===== src/rtl/core/mrrc_pkg.sv =====
`timescale 1ns / 1ps
package mrrc_pkg;

   localparam int FRAME_BYTES = 16;
   localparam int MIN_FRAME   = 5;
   localparam int CNT_W       = $clog2(FRAME_BYTES + 1);
   localparam int LEN_W       = 5;

   localparam logic [15:0] CRC_INIT     = 16'hFFFF;
   localparam logic [15:0] CRC_POLY     = 16'hA001;
   localparam logic [7:0]  FUNC_READ    = 8'h03;
   localparam logic [15:0] GAP_RESET    = 16'd305;
   localparam logic [31:0] TIMEOUT_RESET = 32'd500000;

   // Register indexes on the csr port
   localparam logic CSR_GAP_TICKS     = 1'b0;
   localparam logic CSR_TIMEOUT_TICKS = 1'b1;

   typedef enum logic [1:0] {
      CMD_START = 2'd0,
      CMD_BYTE  = 2'd1,
      CMD_TICK  = 2'd2
   } cmd_type;

   typedef enum logic [2:0] {
      ST_OK      = 3'd0,
      ST_TIMEOUT = 3'd1,
      ST_SHORT   = 3'd2,
      ST_CRC     = 3'd3,
      ST_HEADER  = 3'd4
   } status_type;

   typedef struct packed {
      logic [1:0] cmd;
      logic [7:0] slave_addr;
      logic [7:0] rx_byte;
   } item_type;

   typedef struct packed {
      logic [2:0]       status;
      logic [31:0]      distance;
      logic [LEN_W-1:0] frame_len;
   } result_type;

   // One byte through the reflected Modbus CRC-16
   function automatic logic [15:0] crc_feed(input logic [15:0] crc, input logic [7:0] b);
      logic [15:0] c;
      c = crc ^ {8'h00, b};
      for (int i = 0; i < 8; i++) begin
         if (c[0]) c = (c >> 1) ^ CRC_POLY;
         else      c = c >> 1;
      end
      return c;
   endfunction

   // Check a finished frame and build its result
   function automatic result_type frame_result(
      input logic [CNT_W-1:0] n,
      input logic [15:0]      crc,
      input logic [7:0]       held0,
      input logic [7:0]       held1,
      input logic             hdr_ok,
      input logic [7:0]       dcount,
      input logic [31:0]      vacc
   );
      result_type r;
      logic [7:0] got;
      logic [7:0] missing;
      r.frame_len = LEN_W'(n);
      r.distance  = '0;
      got         = 8'(n) - 8'd3;
      if (got > dcount) got = dcount;
      missing = dcount - got;
      if (n < CNT_W'(MIN_FRAME)) begin
         r.status = ST_SHORT;
      end else if (crc[7:0] != held0 || crc[15:8] != held1) begin
         r.status = ST_CRC;
      end else if (!hdr_ok) begin
         r.status = ST_HEADER;
      end else begin
         r.status = ST_OK;
         if (missing < 8'd4) r.distance = vacc << {missing[1:0], 3'b000};
      end
      return r;
   endfunction

endpackage


===== src/rtl/core/mrrc_frame.sv =====
`timescale 1ns / 1ps
module mrrc_frame import mrrc_pkg::*; (
   input  logic        clock,
   input  logic        reset,
   input  logic        fire,
   input  item_type    item,
   input  logic [15:0] gap_ticks,
   input  logic [31:0] timeout_ticks,
   output logic        res_valid,
   output result_type  res
);

   logic             busy_ff, busy_in;
   logic [7:0]       addr_ff, addr_in;
   logic [15:0]      crc_ff, crc_in;
   logic [7:0]       held0_ff, held0_in, held1_ff, held1_in;
   logic [CNT_W-1:0] total_ff, total_in;
   logic             hdr_ok_ff, hdr_ok_in;
   logic [7:0]       dcount_ff, dcount_in;
   logic [31:0]      vacc_ff, vacc_in;
   logic [15:0]      silence_ff, silence_in;
   logic [31:0]      wait_ff, wait_in;
   logic             gap_end, time_end;

   always_comb begin
      busy_in    = busy_ff;
      addr_in    = addr_ff;
      crc_in     = crc_ff;
      held0_in   = held0_ff;
      held1_in   = held1_ff;
      total_in   = total_ff;
      hdr_ok_in  = hdr_ok_ff;
      dcount_in  = dcount_ff;
      vacc_in    = vacc_ff;
      silence_in = silence_ff;
      wait_in    = wait_ff;
      res_valid  = 1'b0;
      res        = '0;
      gap_end    = (total_ff != '0) && (silence_ff >= gap_ticks);
      time_end   = ({1'b0, wait_ff} + 33'd1) >= {1'b0, timeout_ticks};
      if (fire) begin
         case (cmd_type'(item.cmd))
            CMD_START: begin
               busy_in    = 1'b1;
               addr_in    = item.slave_addr;
               crc_in     = CRC_INIT;
               held0_in   = '0;
               held1_in   = '0;
               total_in   = '0;
               hdr_ok_in  = 1'b1;
               dcount_in  = '0;
               vacc_in    = '0;
               silence_in = '0;
               wait_in    = '0;
            end
            CMD_BYTE: begin
               if (busy_ff && total_ff < CNT_W'(FRAME_BYTES)) begin
                  if (total_ff == CNT_W'(0) && item.rx_byte != addr_ff) hdr_ok_in = 1'b0;
                  if (total_ff == CNT_W'(1) && item.rx_byte != FUNC_READ) hdr_ok_in = 1'b0;
                  if (total_ff == CNT_W'(2)) dcount_in = item.rx_byte;
                  if (total_ff >= CNT_W'(3) && (8'(total_ff) - 8'd3) < dcount_ff)
                     vacc_in = {vacc_ff[23:0], item.rx_byte};
                  if (total_ff >= CNT_W'(2)) crc_in = crc_feed(crc_ff, held0_ff);
                  held0_in   = held1_ff;
                  held1_in   = item.rx_byte;
                  total_in   = total_ff + CNT_W'(1);
                  silence_in = '0;
                  if (total_in == CNT_W'(FRAME_BYTES)) begin
                     res_valid = 1'b1;
                     res = frame_result(total_in, crc_in, held0_in, held1_in,
                                        hdr_ok_in, dcount_in, vacc_in);
                     busy_in = 1'b0;
                  end
               end
            end
            CMD_TICK: begin
               if (busy_ff) begin
                  if (silence_ff != 16'hFFFF) silence_in = silence_ff + 16'd1;
                  if (wait_ff != 32'hFFFF_FFFF) wait_in = wait_ff + 32'd1;
                  if (gap_end) begin
                     res_valid = 1'b1;
                     res = frame_result(total_ff, crc_ff, held0_ff, held1_ff,
                                        hdr_ok_ff, dcount_ff, vacc_ff);
                     busy_in = 1'b0;
                  end else if (time_end) begin
                     res_valid     = 1'b1;
                     res.status    = ST_TIMEOUT;
                     res.frame_len = LEN_W'(total_ff);
                     busy_in       = 1'b0;
                  end
               end
            end
            default: begin
            end
         endcase
      end
   end

   always_ff @(posedge clock) begin
      if (reset) begin
         busy_ff    <= 1'b0;
         addr_ff    <= '0;
         crc_ff     <= CRC_INIT;
         held0_ff   <= '0;
         held1_ff   <= '0;
         total_ff   <= '0;
         hdr_ok_ff  <= 1'b1;
         dcount_ff  <= '0;
         vacc_ff    <= '0;
         silence_ff <= '0;
         wait_ff    <= '0;
      end else begin
         busy_ff    <= busy_in;
         addr_ff    <= addr_in;
         crc_ff     <= crc_in;
         held0_ff   <= held0_in;
         held1_ff   <= held1_in;
         total_ff   <= total_in;
         hdr_ok_ff  <= hdr_ok_in;
         dcount_ff  <= dcount_in;
         vacc_ff    <= vacc_in;
         silence_ff <= silence_in;
         wait_ff    <= wait_in;
      end
   end

endmodule


===== config.mk =====
export PLATFORM = sky130hd
export DESIGN_NAME = mrrc_frame
export DESIGN_NICKNAME = d
export VERILOG_FILES = /design/src/rtl/core/mrrc_pkg.sv /design/src/rtl/core/mrrc_frame.sv
export SDC_FILE = /design/constraint.sdc
export NUM_CORES = 1
export LEC_CHECK = 0
export ABC_AREA = 0
export BUFFER_PORTS_ARGS = -buffer_cell sky130_fd_sc_hd__buf_2
export CAP_MARGIN = 20
export CORE_ASPECT_RATIO = 2
export CORE_MARGIN = 2
export CORE_UTILIZATION = 63
export CTS_CLUSTER_SIZE = 28
export DETAILED_ROUTE_END_ITERATION = 12
export HOLD_SLACK_MARGIN = 0.15
export PLACE_DENSITY = 0.84
export SLEW_MARGIN = 20
export SYNTH_ARGS = -nofsm -noshare
export SYNTH_HDL_FRONTEND = slang
export SYNTH_SLANG_ARGS = --single-unit
export TNS_END_PERCENT = 100

===== constraint.sdc =====
create_clock -name clock -period 10.7 [get_ports clock]
set_clock_uncertainty 0.2 [all_clocks]
set_input_delay 1.605 -clock clock [delete_from_list [all_inputs] [get_ports clock]]
set_output_delay 1.605 -clock clock [all_outputs]
set_load 0.02 [all_outputs]

==> reports/qor.csv <==
stage;metric;value;unit
layout;layout-drive-gt1-share;13.2;%
cts;insertion_delay;420;ps
synth;avgSynthCellArea;7.53;sq um
route;dr.pass1.iters;6;
setup_path;crit_arrival;7200;ps
route;vias_per_cell;6.57;
run_status;outcome;complete, no violations;
setup_path;slowest_stage;fa_1;
timing;rsz0062_at_grt;no;
route;ant_nets;0;
cts;htreeDepth;4;
setup_path;cpPeakStageDelay;950;ps
timing;setup_viol;0;
synth;synth_top_area_share;24.0;%
global_route;grt_pass1_vias;11100;
cts;ctsResizeCount;0;
run;maxCapViolations;0;
global_route;grt_use_total;35.2;%
cts;clockBufferDepth;2;
synth;synth_edf_count;0;
synth;ys_seq_elements;135;
synth;async_flop_share;0;%
global_route;grt_pass1_wl;54900;um
timing;min_period;9000;ps
route;routed_wl;34000;um
timing;maxSlewHeadroom;24.6;%
floorplanning;dieWidth;98.6;um
setup_path;critPathMaxFanout;18;
place;detailed_place_hpwl;24100;um
setup_path;critPathCaptureType;primary output;
power;peakVddDrop;0.119;mV
layout;syn2layout_area_growth;9.68;%
cts;cts_root_buf;clkbuf_16;
layout;fin_nets;1688;
cts;clkTransAtPathRegs;60;ps
power;p_leak;5.28;nW
floorplanning;pin_count;110;
route;drtIter0Drc;1258;
setup_path;worstSetupPathType;flop to primary output;
synth;yosys_warnings;0;
floorplanning;core.rowCount;69;
timing;fmax;111;MHz
setup_path;cp_data_required_time;8900;ps
timing;fin_tns_setup;0;ps
synth;synthFlopType;dfxtp_1;
synth;synth_largest_area_cell;dfxtp_1;
floorplanning;fp.dieH;193;um
route;vias;11500;
cts;numCtsBuffers;17;
timing;finalHoldViolations;0;
power;total_power;0.00118;W
route;route.detailed.wl_per_inst;19.4;um
setup_path;critPathTopFamily;adder cells;
min_path;hold_path_class;flop to flop;
synth;synth_area_leaders;dfxtp_1, ha_1, nor2_1;
setup_path;path_cells;clkinv_1 -> ha_1 -> a21oi_1 -> nand2_1 -> inv_1 -> ha_1 -> a21o_1 -> a21o_1 -> a21oi_1 -> o21ai_0 -> nand2_1 -> a21oi_1 -> ha_1 -> fa_1 -> clkinv_1 -> nand2_1 -> o22a_1 -> o221ai_1 -> o32ai_1 -> buf_2;
timing;post-route-period-util;84.1;%
timing;final_max_slew_viol_count;0;
cts;cts_tree;built;
floorplanning;fp.dieArea;19000;sq um
cts;cts_hold_buffers;0;
power;pwr_density_cell;95.2;nW/um^2
setup_path;path_buf_inv;4;
synth;synth_nets;1658;
layout;utilization;70.2;%
synth;synthCells;1497;
floorplanning;initial_core_util;64.0;%
synth;synth_cell_types;71;
synth;synthesis.area;11300;sq um
cts;cts_sinks;135;
synth;ys_seq_area_share;24.0;%
route;route.detailed.drc;0;
timing;worstMarginPinSlew;1130;ps
layout;fillers;1447;
global_route;grt_max_degree;65;
global_route;antenna_found_initial;4;
setup_path;startpoint_type;flop;
place;place_congestion;1.06;
global_route;overflow;0;
floorplanning;core;17600;sq um
place;port-buffer-count;109;
cts;cts_setup_buffers;0;
[routing by layer]
metal,GRT usage [%],vias up,wire [um],share of wire (%)
met3,5.37,158,2970,8.7
met1,45.0,5303,13500,40
met2,56.9,661,15800,47
met5,0,-,0,0
li1,-,5414,-,-
met4,19.2,0,1730,5.1
[power by group]
| part | internal (W) | switching [W] | total [W] | leakage (nW) |
|---|---|---|---|---|
| Sequential | 0.000504 | 0.00000214 | 0.000506 | 1.09 |
| Clock | 0.000348 | 0.000241 | 0.000589 | 0.281 |
| Combinational | 0.0000282 | 0.0000532 | 0.0000814 | 3.91 |
| Total | 0.000880 | 0.000296 | 0.00118 | 5.28 |
[sequential cells by signal (all words and copies together), names as in the netlist]
signal,cells
busy_ff,1
dcount_ff,8
crc_ff,16
vacc_ff,32
silence_ff,16
total_ff,5
held1_ff,8
hdr_ok_ff,1
held0_ff,8
wait_ff,32
addr_ff,8
[through the flow]
| stage | instance area, sq um | instances | setup slack (ps) | hold WS, ps |
|---|---|---|---|---|
| finish | 12400 | 1757 | 1700 | 302 |
| global placement | 11700 | 1719 | 2500 | 280 |
| CTS | 12300 | 1753 | 1900 | 301 |
| detailed placement | 11800 | 1721 | 2320 | 293 |
| floorplan | 11300 | 1497 | 2830 | 248 |
| global route | 12400 | 1757 | 1230 | 317 |
[Yosys cell counts (all sizes together) (44+ instances only)]
| cell type | instances |
|---|---|
| nor2 | 170 |
| ha | 90 |
| clkbuf | 99 |
| nand2 | 125 |
| nand3 | 59 |
| o21ai | 65 |
| a21oi | 117 |
| xnor2 | 52 |
| dfxtp | 135 |
| xor2 | 44 |
| a22oi | 67 |
| inv | 87 |
[placed cells by master (no fill, tap or decap), types with 39 or more instances in the layout]
cell       n
o22ai_1   39
nand4_1   43
a22oi_1   67
dfxtp_1  135
xor2_1    44
o21ai_0   59
nor2_1   170
nand2_1  124
a21oi_1  116
nand3_1   58
inv_1     87
buf_2    108
ha_1      90
xnor2_1   48
[final cells by class]
type | count | area [sq um] | area share [%]
multi-input combinational | 1160 | 7800 | 63.1
sequential | 135 | 2700 | 21.9
timing repair buffer | 124 | 664 | 5.37
clock buffer | 20 | 437 | 3.53
inverter | 89 | 334 | 2.70
tap | 213 | 267 | 2.16
clock inverter | 12 | 145 | 1.17
antenna | 4 | 10.0 | 0.0810
[worst reg2reg max path, stage by stage (launching register included)]
cell and delay [ps]:
dfxtp_1 620, clkinv_1 410, ha_1 550, ha_1 290, nor2b_1 130, o211ai_1 210, a21o_1 210, nand2_1 320
nor2_1 650, buf_4 350, a22oi_1 140, nor2_1 130
[cell families (layout without fill, tap and decap cells)]
logic type      after synthesis  in the layout  synth area share (%)
xor+xnor                    100            100                  8.48
other cells                   0              4                     0
buf+inv                     202            245                  6.99
fa+ha+maj                    92             92                  10.3
mux                          62             62                  5.81
simple gates                514            514                  22.0
flops                       135            135                  24.0
compound gates              392            392                  22.4
[path summary, 6_finish.rpt]
kind          startpoint          end  slack [ps]  cells past startpoint
max          total_ff[0]      res[30]        1700                     20
max reg2reg  total_ff[0]  vacc_ff[11]        6430                     11
min reg2reg  wait_ff[28]  wait_ff[28]         300                      2
min          wait_ff[28]  wait_ff[28]         300                      2
Note: power is estimated with default switching activity, not from simulation.
